**src/design/hbsn_pkg.sv**
```systemverilog
// Shared types and constants for the HDLC bit stuffer with NRZI coder.
// Used by hbsn_ser, hbsn_nrzi and hdlc_bit_stuff_nrzi_encoder_top; no dependencies.
package hbsn_pkg;

    localparam int unsigned BITS_PER_BYTE = 8;
    localparam int unsigned IDX_W         = $clog2(BITS_PER_BYTE);
    localparam int unsigned RUN_W         = 3;
    localparam logic [RUN_W-1:0] RUN_LIMIT = RUN_W'(5);
    localparam logic [RUN_W-1:0] RUN_SAT   = RUN_W'(6);

    typedef struct packed {
        logic [BITS_PER_BYTE-1:0] data_byte;
        logic                     stuff_enable;
    } octet_t;

    typedef struct packed {
        logic line_level;
        logic inserted_zero;
        logic last_bit;
    } line_t;

    // one line bit offered by the serialiser to the coder
    typedef struct packed {
        logic valid;
        logic data_bit;
        logic stuffed;
        logic last;
    } bit_req_t;

    // coder status back to the serialiser
    typedef struct packed {
        logic ready;
        logic hit_limit;
    } coder_stat_t;

endpackage

```
**src/design/hbsn_ser.sv**
```systemverilog
// Byte serialiser: shifts a byte out LSB first, one line bit per cycle
// while ready, stuffing a zero after a run of five. Depends on hbsn_pkg.
module hbsn_ser
(
    input  logic                clk,
    input  logic                rst_n,
    input  logic                load,
    input  hbsn_pkg::octet_t    octet,
    input  hbsn_pkg::coder_stat_t stat,
    output hbsn_pkg::bit_req_t  req,
    output logic                busy
);

    localparam logic [hbsn_pkg::IDX_W-1:0] IDX_LAST =
        hbsn_pkg::IDX_W'(hbsn_pkg::BITS_PER_BYTE - 1);

    logic [hbsn_pkg::BITS_PER_BYTE-1:0] shift_reg, shift_next;
    logic [hbsn_pkg::IDX_W-1:0]         idx_reg, idx_next;
    logic                               busy_reg, busy_next;
    logic                               stuff_en_reg, stuff_en_next;
    logic                               pend_reg, pend_next;
    logic                               advance;
    logic                               hit;
    logic                               at_last;

    assign advance = busy_reg && stat.ready;
    assign at_last = (idx_reg == IDX_LAST);
    assign hit     = stuff_en_reg && !pend_reg && stat.hit_limit;

    always_comb
    begin
        req.valid    = busy_reg;
        req.data_bit = pend_reg ? 1'b0 : shift_reg[0];
        req.stuffed  = pend_reg;
        req.last     = at_last && !hit;
    end

    always_comb
    begin
        shift_next    = shift_reg;
        idx_next      = idx_reg;
        busy_next     = busy_reg;
        stuff_en_next = stuff_en_reg;
        pend_next     = pend_reg;
        if (load)
        begin
            shift_next    = octet.data_byte;
            idx_next      = '0;
            busy_next     = 1'b1;
            stuff_en_next = octet.stuff_enable;
            pend_next     = 1'b0;
        end
        else if (advance)
        begin
            if (hit)
            begin
                // hold position; the stuffed zero goes out next
                pend_next = 1'b1;
            end
            else
            begin
                pend_next = 1'b0;
                if (at_last)
                begin
                    busy_next = 1'b0;
                end
                else
                begin
                    idx_next   = idx_reg + 1'b1;
                    shift_next = shift_reg >> 1;
                end
            end
        end
    end

    always_ff @(posedge clk or negedge rst_n)
    begin
        if (!rst_n)
        begin
            idx_reg      <= '0;
            busy_reg     <= 1'b0;
            stuff_en_reg <= 1'b0;
            pend_reg     <= 1'b0;
        end
        else
        begin
            idx_reg      <= idx_next;
            busy_reg     <= busy_next;
            stuff_en_reg <= stuff_en_next;
            pend_reg     <= pend_next;
        end
    end

    always_ff @(posedge clk)
    begin
        shift_reg <= shift_next;
    end

    assign busy = busy_reg;

    a_pend_busy: assert property (@(posedge clk) disable iff (!rst_n)
        pend_reg |-> busy_reg)
        else $error("stuff pending while serialiser idle");

    a_no_double_stuff: assert property (@(posedge clk) disable iff (!rst_n)
        advance && pend_reg |=> !pend_reg)
        else $error("two stuffed zeros in a row");

    a_req_hold: assert property (@(posedge clk) disable iff (!rst_n)
        req.valid && !stat.ready |=> $stable(req))
        else $error("line bit changed while held");

endmodule

```
**src/design/hbsn_nrzi.sv**
```systemverilog
// Run counter, NRZI level and output register for line bits.
// Depends on hbsn_pkg; fed by hbsn_ser.
module hbsn_nrzi
(
    input  logic                  clk,
    input  logic                  rst_n,
    input  hbsn_pkg::bit_req_t    req,
    output hbsn_pkg::coder_stat_t stat,
    output logic                  line_valid,
    input  logic                  line_stall,
    output hbsn_pkg::line_t       line
);

    logic [hbsn_pkg::RUN_W-1:0] run_reg, run_next;
    logic                       level_reg, level_next;
    logic                       out_valid_reg, out_valid_next;
    hbsn_pkg::line_t            out_reg, out_next;
    logic                       ready;
    logic                       take;

    assign ready = !out_valid_reg || !line_stall;
    assign take  = req.valid && ready;

    // the offered bit brings the run to the stuffing limit
    assign stat.ready     = ready;
    assign stat.hit_limit = req.data_bit
                            && (run_reg == hbsn_pkg::RUN_LIMIT - hbsn_pkg::RUN_W'(1));

    always_comb
    begin
        run_next       = run_reg;
        level_next     = level_reg;
        out_next       = out_reg;
        out_valid_next = out_valid_reg && line_stall;
        if (take)
        begin
            if (req.data_bit)
            begin
                if (run_reg != hbsn_pkg::RUN_SAT)
                begin
                    run_next = run_reg + 1'b1;
                end
            end
            else
            begin
                run_next   = '0;
                level_next = !level_reg;
            end
            out_next.line_level    = level_next;
            out_next.inserted_zero = req.stuffed;
            out_next.last_bit      = req.last;
            out_valid_next         = 1'b1;
        end
    end

    always_ff @(posedge clk or negedge rst_n)
    begin
        if (!rst_n)
        begin
            run_reg       <= '0;
            level_reg     <= 1'b0;
            out_valid_reg <= 1'b0;
        end
        else
        begin
            run_reg       <= run_next;
            level_reg     <= level_next;
            out_valid_reg <= out_valid_next;
        end
    end

    always_ff @(posedge clk)
    begin
        out_reg <= out_next;
    end

    assign line_valid = out_valid_reg;
    assign line       = out_reg;

    a_run_sat: assert property (@(posedge clk) disable iff (!rst_n)
        run_reg <= hbsn_pkg::RUN_SAT)
        else $error("ones run beyond saturation");

    a_stuff_zero: assert property (@(posedge clk) disable iff (!rst_n)
        take && req.stuffed |-> !req.data_bit)
        else $error("stuffed beat is not a zero");

    a_stuff_clears: assert property (@(posedge clk) disable iff (!rst_n)
        take && req.stuffed |=> run_reg == '0 && level_reg != $past(level_reg))
        else $error("stuffed zero did not clear run and toggle level");

endmodule

```
**src/design/hdlc_bit_stuff_nrzi_encoder_top.sv**
```systemverilog
// HDLC bit stuffer with NRZI line coding. Takes one byte per beat and sends
// its bits LSB first, one line bit per clock while the line side does not
// stall, adding a zero after five ones when stuffing is on. A byte gives 8
// to 10 line beats; the serialiser first loads its shift register, then
// sends one line bit per line beat. A new byte is taken the cycle after the
// previous byte's last line bit has entered the output register. Depends on
// hbsn_pkg, hbsn_ser and hbsn_nrzi.
module hdlc_bit_stuff_nrzi_encoder_top
(
    input  logic             clk,
    input  logic             rst_n,
    input  logic             octet_valid,
    output logic             octet_stall,
    input  hbsn_pkg::octet_t octet,
    output logic             line_valid,
    input  logic             line_stall,
    output hbsn_pkg::line_t  line
);

    hbsn_pkg::bit_req_t    req;
    hbsn_pkg::coder_stat_t stat;
    logic                  busy;
    logic                  load;

    assign octet_stall = busy;
    assign load        = octet_valid && !busy;

    hbsn_ser u_ser
    (
        .clk   (clk),
        .rst_n (rst_n),
        .load  (load),
        .octet (octet),
        .stat  (stat),
        .req   (req),
        .busy  (busy)
    );

    hbsn_nrzi u_nrzi
    (
        .clk        (clk),
        .rst_n      (rst_n),
        .req        (req),
        .stat       (stat),
        .line_valid (line_valid),
        .line_stall (line_stall),
        .line       (line)
    );

endmodule

```
**config.mk**
```make
export PLATFORM = sky130hd
export DESIGN_NAME = hdlc_bit_stuff_nrzi_encoder_top
export DESIGN_NICKNAME = d
export VERILOG_FILES = /design/src/design/hbsn_pkg.sv /design/src/design/hbsn_ser.sv /design/src/design/hbsn_nrzi.sv /design/src/design/hdlc_bit_stuff_nrzi_encoder_top.sv
export SDC_FILE = /design/constraint.sdc
export NUM_CORES = 1
export LEC_CHECK = 0
export BUFFER_PORTS_ARGS = -buffer_cell sky130_fd_sc_hd__buf_2
export CAP_MARGIN = 20
export CORE_ASPECT_RATIO = 0.9
export CORE_MARGIN = 3
export CORE_UTILIZATION = 50
export DETAILED_ROUTE_END_ITERATION = 6
export MAX_ROUTING_LAYER = met4
export PLACE_DENSITY = 0.76
export SYNTH_ARGS = -nofsm -noshare
export SYNTH_HDL_FRONTEND = slang
export SYNTH_SLANG_ARGS = --single-unit
```
**constraint.sdc**
```tcl
create_clock -name clk -period 3.3 [get_ports clk]
set_input_delay 0.33 -clock clk [delete_from_list [all_inputs] [get_ports clk]]
set_output_delay 0.33 -clock clk [all_outputs]
set_load 0.01 [all_outputs]
```
# After elaboration in Yosys (flattened, before gate mapping)
# Index checks and enable logic that the tools add are counted.
# totals
out_inout_bits	5
reg_bits	22
input_bits	13
elab_cells	58
# op_classes
reduce_logical	19
addsub	2
muxes	20
eq_ne	6
# ops
op	n
$mux 8	4
$mux 3	6
$mux 1	10
$logic_and 1x1->1	7
$add 3x1->3 const B	2
$eq 3x3->1 const B	2
$logic_not 1->1	6
$ne 2x2->1 const B	3
$reduce_and 3->1	2
$reduce_bool 2->1	2
$ne 3x3->1 const B	1
$reduce_and 2->1	1
$logic_or 1x1->1	1

# Logic depth before layout (Yosys ltp)
# Gate-level depths: netlist of the first run.
# logic_depth
depth_word	6
mapped_depth	5
ltp_nobuf	5

# Hierarchy
# Synthesis of the first run repeated with hierarchy kept, for this count alone.
# hier_totals
hier_cells	84
area_unflattened_um2	1102.3
# by_module_without_submodules
mod	area_per_inst_um2	cells_per_inst	seq_area_each_um2	instances
hbsn_ser	690.7	50	390.4	1
hbsn_nrzi	397.9	33	215.2	1
hdlc_bit_stuff_nrzi_encoder_top	13.8	1	0.0	1

# Least setup slack after synthesis of the first run
# Ideal clock, no wire load.
# synth_timing
path_kind	reg-to-reg
start	register u_ser.idx_reg[0] in the netlist's numbering
end	register u_ser.shift_reg[0] in the netlist's numbering, enable pin
t_required_ns	2.971
setup_time_ns	0.329
slack_ns	1.790
arrival_ns	1.181
synth_period_minus_slack_ns	1.510
n_path_buf	0
stages_incl_launch_ff	6
path_cell_list	dfrtp_1 ha_1 ha_1 inv_1 o211ai_2 nand2_1
# synth_via
elab_chain_cells	3
# synth_lines
element	line_no	source
from (decl)	hbsn_ser.sv:18	logic [hbsn_pkg::IDX_W-1:0] idx_reg, idx_next;
from (signal assigned)	hbsn_ser.sv:87	idx_reg <= idx_next;
$eq 3x3->1	hbsn_ser.sv:27	assign at_last = (idx_reg == IDX_LAST);
$ne 2x2->1 (no source line)	--	
$reduce_and 3->1 (no source line)	--	
to (signal assigned)	hbsn_ser.sv:96	shift_reg <= shift_next;
to (decl)	hbsn_ser.sv:17	logic [hbsn_pkg::BITS_PER_BYTE-1:0] shift_reg, shift_next;
# Every way passes these cells.
# A chain may end at the register's enable or synchronous reset.

# Worst setup path after layout of the first run
# layout_timing
start	register u_ser.busy_reg (netlist: u_ser.busy)
end	register u_ser.shift_reg[4] in the netlist's numbering, enable pin
# layout_via
elab_chain_cells	4
word_cells_on_any_way	7
classes_between	eq/ne: 2; reduce/logical: 5
# layout_lines
element	line_no	source
from (decl)	hbsn_ser.sv:19	logic busy_reg, busy_next;
from (signal assigned)	hbsn_ser.sv:88	busy_reg <= busy_next;
$logic_not 1->1	hdlc_bit_stuff_nrzi_encoder_top.sv:26	assign load = octet_valid && !busy;
$logic_and 1x1->1	hdlc_bit_stuff_nrzi_encoder_top.sv:26	
$ne 2x2->1 (no source line) / $reduce_bool 2->1 (equally long branches)	--	
$reduce_and 3->1 (no source line) (*)	--	
# Mark *: on every way between the ends. The rest lies on a longest branch, timed or not.

==> reports/qor.yml, run 1 <==
cells_and_area:
  antenna_cells: 0
  n_fill_cell: 182
  mostFrequentLayoutCell: "nand2_1"
  layout_common_cells: "31 x nand2_1, 17 x buf_2, 11 x dfrtp_1, 11 x edfxtp_1, 8 x a21oi_1"
  multi_input_area_um2: 408
  largest_reg_flops: 8
  drive_gt1_frac: 0.216
  final_net_count: 135
  register_area_um2: 606
  final_area_mm2: 0.00118
  syn_to_final_growth_pct: 12.5
critical_path:
  r2r_end: "u_ser.shift_reg[4]$_DFFE_PP_"
  critical_path_class: "register to register"
  end_kind: "register"
  cp.arrival_ns: 1.72
  crit_end: "u_ser.shift_reg[4]$_DFFE_PP_"
  critPathLaunchType: "register"
  reg2reg_slack_ns: 1.56
  required_ns: 3.28
  worst-path-max-fanout: 14
  timing.critical_path.from: "u_ser.busy$_DFFE_PN0P_"
  r2r_cells: 3
  reg2reg_from: "u_ser.busy$_DFFE_PN0P_"
global_route:
  grt_antenna_before_repair: 0
  grt_pass1_wl_mm: 2.97
  grt.overflow.total: 0
  grt_pass1_vias: 704
  grt_max_degree: 15
  grt_use_total: 0.157
drt:
  viasPerCell: 5.13
  remaining_drc_errors: 0
  vias: 724
  ant_nets: 0
  drtIter0Drc: 9
  wirelength_mm: 1.77
  wl_per_cell_um: 12.6
  drtPass1Iterations: 4
outcome:
  status: "complete, no violations"
timing:
  drv_slew: 0
  rsz0062_at_grt: "no"
  finalCriticalPeriod_ns: 1.74
  fin_setup_tns_ns: 0
  setup_violations: 0
  clock_skew_ns: 0.00568
  hold_viol: 0
  tightest_slew_ns: 0.417
  timing.final.ws_setup_ns: 1.56
  timing.hold.ws_ns: 0.219
  relSlewSlack: 0.722
  fmax_mhz: 575
  period_share: 0.527
clocking:
  cts_buffer_depth: 2
  post_cts_resize_count: 0
  cts_root_buf: "clkbuf_4"
  cts_setup_buffers: 0
  cts_tree: "yes"
  h-tree-depth: 1
  clk_latency_ns: 0.30
  cts_inserted_buffers: 3
  cts.clk_slew.worst_paths_ns: 0.11
  clock_sinks: 22
floorplan:
  io_pins: 18
  core_area_mm2: 0.00195
  chipHeight_um: 49.5
  rows: 15
  die_w_um: 54.4
  start_util: 0.540
  die-area_mm2: 0.00269
synthesis:
  yosysSeqAreaShare: 0.575
  synth_area_mm2: 0.00105
  yosys_warnings: 0
  ys_types: 27
  synthesis.nets: 115
  synth_cells: 97
  ys_ff_latch: 22
  avgSynthCellArea_um2: 10.9
placed_design:
  place_ws_ns: 1.56
  io_buffer_count: 17
  dpl-instance-area_mm2: 0.00115
  routabilityCongestion: 0.740
  place_hpwl_mm: 1.31
flow_run:
  drv_cap: 0
min_path:
  holdCritPathClass: "input port to register"
power:
  vdd_drop_max_v: 0.000463
  p_leak_nw: 0.565
  cellPowerDensity_mw_per_mm2: 846
critical path: stages, from the launching register on:
cell,delay [ns]
dfrtp_1,0.43
a21boi_4,0.41
o211ai_2,0.23
nand2_1,0.35
kinds of logic after synthesis:
group | after synthesis | share of synthesized area
adders and majority gates | 5 | 0.0594
xor gates and xnor gates | 2 | 0.0166
buffers and inverters | 8 | 0.0380
DFF | 22 | 0.575
and+or+nand+nor | 43 | 0.184
AOI/OAI and AO/OA | 14 | 0.0986
muxes | 3 | 0.0285
per-layer routing:
metal / wire length (um) / vias to the layer above / GRT usage
met2: 873 / 12 / 0.235
met4: 29 / 0 / 0.0622
met3: 58 / 4 / 0.0363
met1: 810 / 344 / 0.204
met5: 0 / - / -
li1: - / 364 / -
area by class of cell:
class,instances,share of cell area
flip-flops and latches,22,0.511
multi-input cells,67,0.344
repair buffers,18,0.0803
well taps,25,0.0264
clock buffers,4,0.0222
inverters,5,0.0158
cells in the mapped netlist (all sizes together):
cell type	n	area share
ha	5	0.059
a32o	1	0.0095
a21boi	1	0.018
nor2b	1	0.0059
nand2	31	0.11
o22ai	1	0.0059
or2b	1	0.0071
a21oi	8	0.038
dfrtp	11	0.26
nor2	1	0.0036
buf	3	0.020
mux2i	3	0.029
inv	5	0.018
and3	2	0.013
nand3	2	0.0095
xnor2	2	0.017
and2b	1	0.0071
nand2b	2	0.014
o211ai	1	0.012
o21ai	1	0.0083
edfxtp	11	0.31
nand3b	1	0.0071
a21o	1	0.0071
and2	1	0.0059
through the flow:
step	std cells	total power, mW	util
2_1_floorplan	97	0.784	-
3_3_place_gp	136	0.856	0.588
3_5_place_dp	136	0.887	0.588
4_1_cts	141	1.01	0.607
5_1_grt	141	1.08	0.607
6_report	141	1.00	0.607
repair_timing:
action	4_1_cts	5_1_grt
setup endpoints to repair	0	0
hold buffers	1	0
hold endpoints to repair	11	0
report_power, final:
part / leakage (nW) / total, mW / switching (mW) / internal, mW
combinational: 0.310 / 0.362 / 0.211 / 0.151
sequential: 0.241 / 0.516 / 0.0724 / 0.443
clock: 0.0150 / 0.125 / 0.0780 / 0.0471
total: 0.565 / 1.00 / 0.361 / 0.642
worst min path at each step:
stage          slack [ns]  depth (start not counted)                             end  startpoint
6_report             0.22                          3  u_ser.stuff_en_reg$_DFFE_PN0N_    octet[0]
3_5_place_dp         0.22                          1   u_nrzi.run_reg[2]$_DFFE_PN0P_       rst_n
4_1_cts              0.22                          3  u_ser.stuff_en_reg$_DFFE_PN0N_    octet[0]
5_1_grt              0.23                          3  u_ser.stuff_en_reg$_DFFE_PN0N_    octet[0]
3_3_place_gp         0.21                          1   u_nrzi.run_reg[2]$_DFFE_PN0P_       rst_n
2_1_floorplan        0.03                          0    u_nrzi.level_reg$_DFFE_PN0P_       rst_n
Power figures use the tool's default switching activity.
==> run 2, diff against run 1 <==
--- a/config.mk
+++ b/config.mk
@@ -5,14 +5,15 @@
 export SDC_FILE = /design/constraint.sdc
 export NUM_CORES = 1
 export LEC_CHECK = 0
+export ABC_AREA = 1
 export BUFFER_PORTS_ARGS = -buffer_cell sky130_fd_sc_hd__buf_2
 export CAP_MARGIN = 20
 export CORE_ASPECT_RATIO = 0.9
 export CORE_MARGIN = 3
-export CORE_UTILIZATION = 50
+export CORE_UTILIZATION = 48
 export DETAILED_ROUTE_END_ITERATION = 6
 export MAX_ROUTING_LAYER = met4
-export PLACE_DENSITY = 0.76
+export PLACE_DENSITY = 0.77
 export SYNTH_ARGS = -nofsm -noshare
 export SYNTH_HDL_FRONTEND = slang
 export SYNTH_SLANG_ARGS = --single-unit
==> constraint.sdc (replaced) <==
create_clock -name clk -period 1.52 [get_ports clk]
set_input_delay 0.152 -clock clk [delete_from_list [all_inputs] [get_ports clk]]
set_output_delay 0.152 -clock clk [all_outputs]
set_load 0.01 [all_outputs]
==> reports/qor.yml, run 2 <==
timing:
  period_share: 0.961  # was 0.527
  timing.hold.ws_ns: 0.0519  # was 0.219 ns
  drv_slew: 0  # unchanged
  fmax_mhz: 685  # was 575 MHz
  clock_skew_ns: 0.000921  # was 0.00568 ns
  hold_viol: 0  # unchanged
  tightest_slew_ns: 0.264  # was 0.417 ns
  setup_violations: 0  # unchanged
  relSlewSlack: 0.824  # was 0.722
  finalCriticalPeriod_ns: 1.46  # was 1.74 ns
min_path:
  hold_depth: 3  # unchanged
  min_from: "octet[0]"  # unchanged
  holdCritPathClass: "input port to register"  # unchanged
  min_to: "u_ser.stuff_en_reg$_DFFE_PN0N_"  # unchanged
synthesis:
  synth_edf_count: 11  # unchanged
  yosys_warnings: 0  # unchanged
  ys_ff_latch: 22  # unchanged
  yosysTopAreaCell: "edfxtp_1"  # unchanged
  synth_cells: 110  # was 97
  synthFlopType: "edfxtp_1"  # unchanged
  async_reset_ff_frac: 0.500  # unchanged
  synth.most_common_cell: "nand2_1"  # unchanged
  synth_common_cells: "48 x nand2_1, 11 x dfrtp_1, 11 x edfxtp_1"  # was 31 x nand2_1, 11 x dfrtp_1, 11 x edfxtp_1
  synthesis.nets: 128  # was 115
  ys_types: 20  # was 27
  yosysSeqAreaShare: 0.582  # was 0.575
  synth_top_area_frac: 0.318  # was 0.314
  avgSynthCellArea_um2: 9.45  # was 10.9 um^2
  synth_area_mm2: 0.00104  # was 0.00105 mm^2
  synth_area_leaders: "edfxtp_1 32%, dfrtp_1 26%, nand2_1 17%"  # was edfxtp_1 31%, dfrtp_1 26%, nand2_1 11%
floorplan:
  rows: 15  # unchanged
  io_pins: 18  # unchanged
  chipHeight_um: 50.2  # was 49.5 um
  die-area_mm2: 0.00276  # was 0.00269 mm^2
  core_area_mm2: 0.00199  # was 0.00195 mm^2
  start_util: 0.523  # was 0.540
  die_w_um: 55.1  # was 54.4 um
drt:
  vias: 774  # was 724
  drtPass1Iterations: 4  # unchanged
  ant_nets: 0  # unchanged
  wirelength_mm: 1.77  # about the same
  viasPerCell: 4.81  # was 5.13
  drtIter0Drc: 9  # unchanged
  wl_per_cell_um: 11.0  # was 12.6 um
  remaining_drc_errors: 0  # unchanged
clocking:
  cts_inserted_buffers: 3  # unchanged
  clock_sinks: 22  # unchanged
  cts_root_buf: "clkbuf_4"  # unchanged
  clk_latency_ns: 0.30  # about the same
  cts_tree: "yes"  # unchanged
  cts_buffer_depth: 2  # unchanged
  h-tree-depth: 1  # unchanged
  cts.clk_slew.worst_paths_ns: 0.11  # about the same
cells_and_area:
  drive_gt1_frac: 0.257  # was 0.216
  layout_common_cells: "47 x nand2_1, 17 x buf_2, 11 x dfrtp_1, 11 x edfxtp_1, 7 x inv_1"  # was 31 x nand2_1, 17 x buf_2, 11 x dfrtp_1, 11 x edfxtp_1, 8 x a21oi_1
  n_fill_cell: 191  # was 182
  mostFrequentLayoutCell: "nand2_1"  # unchanged
  final_net_count: 155  # was 135
  final_area_mm2: 0.00124  # was 0.00118 mm^2
  antenna_cells: 0  # unchanged
  largest_reg_flops: 8  # unchanged
  syn_to_final_growth_pct: 19.0  # was 12.5%
critical_path:
  cp.arrival_ns: 1.50  # was 1.72 ns
  critPathSlowestCell: "dfrtp_1"  # unchanged
  critical_path_class: "register to register"  # unchanged
  r2r_cells: 6  # was 3
  cp_common_cell: "ha_1"
  worstPathBufferInverterCount: 2  # was 0
  required_ns: 1.56  # was 3.28 ns
  end_kind: "register"  # unchanged
  reg2reg_from: "u_ser.idx_reg[0]$_DFFE_PN0P_"  # was u_ser.busy$_DFFE_PN0P_
  crit_chain: "ha_1 > ha_1 > inv_2 > nand3_2 > nand2_2 > buf_12"  # was a21boi_4 > o211ai_2 > nand2_1
  reg2reg_slack_ns: 0.06  # was 1.56 ns
  critPathLaunchType: "register"  # unchanged
  slowest_delay_ns: 0.40  # was 0.43 ns
  cpLargestDelayFamily: "adder cells"  # was compound AO/OA/AOI/OAI gates
  r2r_end: "u_ser.shift_reg[6]$_DFFE_PP_"  # was u_ser.shift_reg[4]$_DFFE_PP_
  worst-path-max-fanout: 8  # was 14
outcome:
  status: "complete, no violations"  # unchanged
placed_design:
  dpl-instance-area_mm2: 0.00119  # was 0.00115 mm^2
  io_buffer_count: 17  # unchanged
  place_hpwl_mm: 1.34  # was 1.31 mm
  routabilityCongestion: 0.770  # was 0.740
global_route:
  grt_max_degree: 19  # was 15
  grt_use_total: 0.157  # about the same
  grt_pass1_wl_mm: 2.97  # unchanged
  grt_antenna_before_repair: 0  # unchanged
  grt_pass1_vias: 746  # was 704
  grt.overflow.total: 0  # unchanged
power:
  p_leak_nw: 0.635  # was 0.565 nW
  vdd_drop_max_v: 0.000950  # was 0.000463 V
  total_power_mw: 2.32  # was 1.00 mW
  cellPowerDensity_mw_per_mm2: 1880  # was 846 mW/mm^2
flow_run:
  drv_cap: 0  # unchanged
==> run 2: changes by cell type after synthesis, sizes merged, moves of 2 or more <==
cell,change
nand2b,-2
inv,+5
nand3,+6
nor2,+5
a21oi,-7
and3,-2
o21ai,+2
mux2i,-3
buf,-2
nand2,+19
==> run 2: report_power, final <==
part           switching (mW)  internal, mW
Clock                   0.168        0.0958
Combinational           0.539         0.405
Sequential              0.140         0.974
==> run 2: worst max-delay path by stage <==
stage	start	end	slack, ns	cells after the start
2_1_floorplan	u_ser.idx_reg[0]$_DFFE_PN0P_	u_ser.shift_reg[0]$_DFFE_PP_	0.02	5
3_3_place_gp	u_ser.idx_reg[0]$_DFFE_PN0P_	u_ser.shift_reg[4]$_DFFE_PP_	0.08	6
3_5_place_dp	u_ser.idx_reg[0]$_DFFE_PN0P_	u_ser.shift_reg[2]$_DFFE_PP_	0.02	6
4_1_cts	u_ser.idx_reg[0]$_DFFE_PN0P_	u_ser.shift_reg[5]$_DFFE_PP_	0.01	6
5_1_grt	u_ser.idx_reg[0]$_DFFE_PN0P_	u_ser.shift_reg[1]$_DFFE_PP_	-0.007	6
6_report	u_ser.idx_reg[0]$_DFFE_PN0P_	u_ser.shift_reg[6]$_DFFE_PP_	0.06	6
==> run 2: tightest hold or removal path, delay by kind of cell <==
kind	cells	cell delay, ns
buffers and inverters	1	0.08
and+or+nand+nor	2	0.10
==> run 2: layout make-up <==
type	count	area (um^2)	share of cell area
Clock inverter	1	3.75	0.00303
Clock buffer	3	22.5	0.0182
Multi-Input combinational cell	76	387	0.312
Sequential cell	22	606	0.489
Timing Repair Buffer	23	145	0.117
Tap cell	25	31.3	0.0253
Inverter	11	42.5	0.0344
==> run 2: what timing repair did <==
| item | CTS | global route |
|---|---|---|
| gates resized for setup | 0 | 2 |
| endpoints found under the setup margin | 0 | 8 |
| buffers inserted | 0 | 1 |
| hold endpoints to repair | 11 | 0 |
| hold buffers | 1 | 0 |
==> run 2: through the flow <==
stage | TNS [ns] | util | setup WS (ns) | cells
3_5_place_dp | 0 | 0.599 | 0.0242 | 155
2_1_floorplan | 0 | - | 0.0188 | 110
5_1_grt | -0.0524 | 0.622 | -0.00666 | 161
3_3_place_gp | 0 | 0.599 | 0.0826 | 155
6_report | 0 | 0.622 | 0.0593 | 161
4_1_cts | 0 | 0.617 | 0.0103 | 160
==> run 2: logic make-up after synthesis <==
family          share of synthesized area
simple gates                        0.273
buf+inv                            0.0481
compound gates                     0.0192
fa+ha+maj                          0.0602
flops                               0.582
xor+xnor                           0.0169
==> run 2: metal layers <==
metal	up-vias	global-route usage	routed length, um
met5	-	-	0
met4	0	0.0607	30
met3	5	0.0623	112
met2	20	0.256	834
met1	346	0.167	789
li1	403	-	-
==> run 3, diff against run 2 <==
--- a/config.mk
+++ b/config.mk
@@ -12,7 +12,6 @@
 export CORE_MARGIN = 3
 export CORE_UTILIZATION = 48
 export DETAILED_ROUTE_END_ITERATION = 6
-export MAX_ROUTING_LAYER = met4
 export PLACE_DENSITY = 0.77
 export SYNTH_ARGS = -nofsm -noshare
 export SYNTH_HDL_FRONTEND = slang
==> reports/qor.yml, run 3 (synthesis gave the netlist of run 2 again) <==
timing:
  finalCriticalPeriod_ns: 1.46  # about the same
  timing.final.ws_setup_ns: 0.0593  # about the same
  drv_slew: 0  # unchanged
  setup_violations: 0  # unchanged
  hold_viol: 0  # unchanged
  period_share: 0.961  # about the same
  relSlewSlack: 0.824  # about the same
  tightest_slew_ns: 0.264  # about the same
  clock_skew_ns: 0.000921  # unchanged
  fmax_mhz: 685  # about the same
drt:
  wirelength_mm: 1.77  # about the same
  remaining_drc_errors: 0  # unchanged
  drtPass1Iterations: 4  # unchanged
  ant_nets: 0  # unchanged
  wl_per_cell_um: 11.0  # about the same
  drtIter0Drc: 9  # unchanged
  vias: 773  # was 774
  viasPerCell: 4.80  # was 4.81
critical_path:
  r2r_cells: 6  # unchanged
  reg2reg_slack_ns: 0.06  # about the same
  worst-path-max-fanout: 8  # unchanged
  cp.arrival_ns: 1.50  # about the same
  cp_common_cell: "ha_1"  # unchanged
  slowest_delay_ns: 0.40  # about the same
  critical_path_class: "register to register"  # unchanged
  r2r_end: "u_ser.shift_reg[6]$_DFFE_PP_"  # unchanged
  end_kind: "register"  # unchanged
  critPathSlowestCell: "dfrtp_1"  # unchanged
  crit_chain: "ha_1 > ha_1 > inv_2 > nand3_2 > nand2_2 > buf_12"  # unchanged
  critPathLaunchType: "register"  # unchanged
  required_ns: 1.56  # about the same
  timing.critical_path.from: "u_ser.idx_reg[0]$_DFFE_PN0P_"  # unchanged
  reg2reg_from: "u_ser.idx_reg[0]$_DFFE_PN0P_"  # unchanged
floorplan:
  start_util: 0.523  # unchanged
  io_pins: 18  # unchanged
  rows: 15  # unchanged
  die-area_mm2: 0.00276  # unchanged
  chipHeight_um: 50.2  # unchanged
  core_area_mm2: 0.00199  # unchanged
  die_w_um: 55.1  # unchanged
clocking:
  cts_tree: "yes"  # unchanged
  cts.clk_slew.worst_paths_ns: 0.11  # about the same
  h-tree-depth: 1  # unchanged
  cts_buffer_depth: 2  # unchanged
  cts_inserted_buffers: 3  # unchanged
  cts_root_buf: "clkbuf_4"  # unchanged
  clk_latency_ns: 0.30  # about the same
  clock_sinks: 22  # unchanged
power:
  p_leak_nw: 0.635  # unchanged
  power.switching_mw: 0.847  # was 0.846 mW
  p_comb_frac: 0.406  # about the same
  p_seq_frac: 0.480  # about the same
  internal_power_mw: 1.47  # about the same
  vdd_drop_max_v: 0.000950  # about the same
  switching_share: 0.365  # about the same
  p_clk_frac: 0.114  # was 0.113
  cellPowerDensity_mw_per_mm2: 1880  # about the same
placed_design:
  place_hpwl_mm: 1.34  # unchanged
  io_buffer_count: 17  # unchanged
  routabilityCongestion: 0.760  # was 0.770
  place_ws_ns: 0.0242  # unchanged
cells_and_area:
  syn_to_final_growth_pct: 19.0  # unchanged
  largest_reg_flops: 8  # unchanged
  final_core_util: 0.622  # unchanged
  n_fill_cell: 191  # unchanged
  mostFrequentLayoutCell: "nand2_1"  # unchanged
  layout_common_cells: "47 x nand2_1, 17 x buf_2, 11 x dfrtp_1, 11 x edfxtp_1, 7 x inv_1"  # unchanged
  final_net_count: 155  # unchanged
  antenna_cells: 0  # unchanged
  drive_gt1_frac: 0.257  # unchanged
min_path:
  min_from: "octet[0]"  # unchanged
  min_to: "u_ser.stuff_en_reg$_DFFE_PN0N_"  # unchanged
  hold_depth: 3  # unchanged
  holdCritPathClass: "input port to register"  # unchanged
outcome:
  status: "complete, no violations"  # unchanged
global_route:
  grt_pass1_wl_mm: 2.97  # unchanged
  grt_pass1_vias: 748  # was 746
  grt_antenna_before_repair: 0  # unchanged
  grt_use_total: 0.153  # was 0.157
  grt_max_degree: 19  # unchanged
  grt.overflow.total: 0  # unchanged
flow_run:
  drv_cap: 0  # unchanged
-- run 3: cell counts in the layout (fill, tap and decap cells not counted) --
No cell type changed its count.
-- run 3: area by class of cell --
class / instances / area, um^2 / area share
timing repair buffer: 23 / 145 / 0.117
multi-input combinational: 76 / 387 / 0.312
clock inverter: 1 / 3.75 / 0.00303
tap: 25 / 31.3 / 0.0253
inverter: 11 / 42.5 / 0.0344
sequential: 22 / 606 / 0.489
clock buffer: 3 / 22.5 / 0.0182
-- run 3: power groups by stage --
| stage | logic, mW | registers, mW | clock network (mW) |
|---|---|---|---|
| after global placement | 0.886 | 1.11 | 0 |
| after detailed placement | 0.925 | 1.13 | 0 |
| final | 0.943 | 1.11 | 0.264 |
| after CTS | 0.927 | 1.12 | 0.275 |
| after floorplan | 0.588 | 1.13 | 0 |
| after global routing | 1.07 | 1.16 | 0.306 |
-- run 3: how the worst max path moves through the flow --
stage	end	slack, ns	cells after the start
floorplan	u_ser.shift_reg[0]$_DFFE_PP_	0.02	5
global placement	u_ser.shift_reg[4]$_DFFE_PP_	0.08	6
detailed placement	u_ser.shift_reg[2]$_DFFE_PP_	0.02	6
CTS	u_ser.shift_reg[5]$_DFFE_PP_	0.01	6
global route	u_ser.shift_reg[1]$_DFFE_PP_	-0.007	6
finish	u_ser.shift_reg[6]$_DFFE_PP_	0.06	6
-- run 3: critical path: cells and delay by family, from the launching register on --
kind,cells,cell delay (ns)
adders and majority gates,2,0.42
buffers and inverters,2,0.20
DFF,1,0.40
and+or+nand+nor,2,0.18
-- run 3: per-stage QoR --
| step | instance area [um^2] | hold WS [ns] | total power, mW | std cells | TNS [ns] |
|---|---|---|---|---|---|
| after global routing | 1240 | 0.0405 | 2.54 | 161 | -0.0524 |
| after floorplan | 1040 | -0.144 | 1.72 | 110 | 0 |
| after detailed placement | 1190 | 0.0424 | 2.06 | 155 | 0 |
| after global placement | 1190 | 0.0364 | 2.00 | 155 | 0 |
| after CTS | 1230 | 0.0462 | 2.32 | 160 | 0 |
| final | 1240 | 0.0509 | 2.32 | 161 | 0 |
-- run 3: layer usage --
layer  up-vias  wire [um]  track usage
met4         0         32       0.0607
met2        20        834        0.256
met3         5        116       0.0623
li1        403          -            -
met5         -          0            0
met1       345        784        0.167
-- run 3: timing repair --
action | 4_1_cts | 5_1_grt
buffers inserted | 0 | 1
setup endpoints to repair | 0 | 8
hold buffers | 1 | 0
gates resized for setup | 0 | 2
endpoints found under the hold margin | 11 | 0
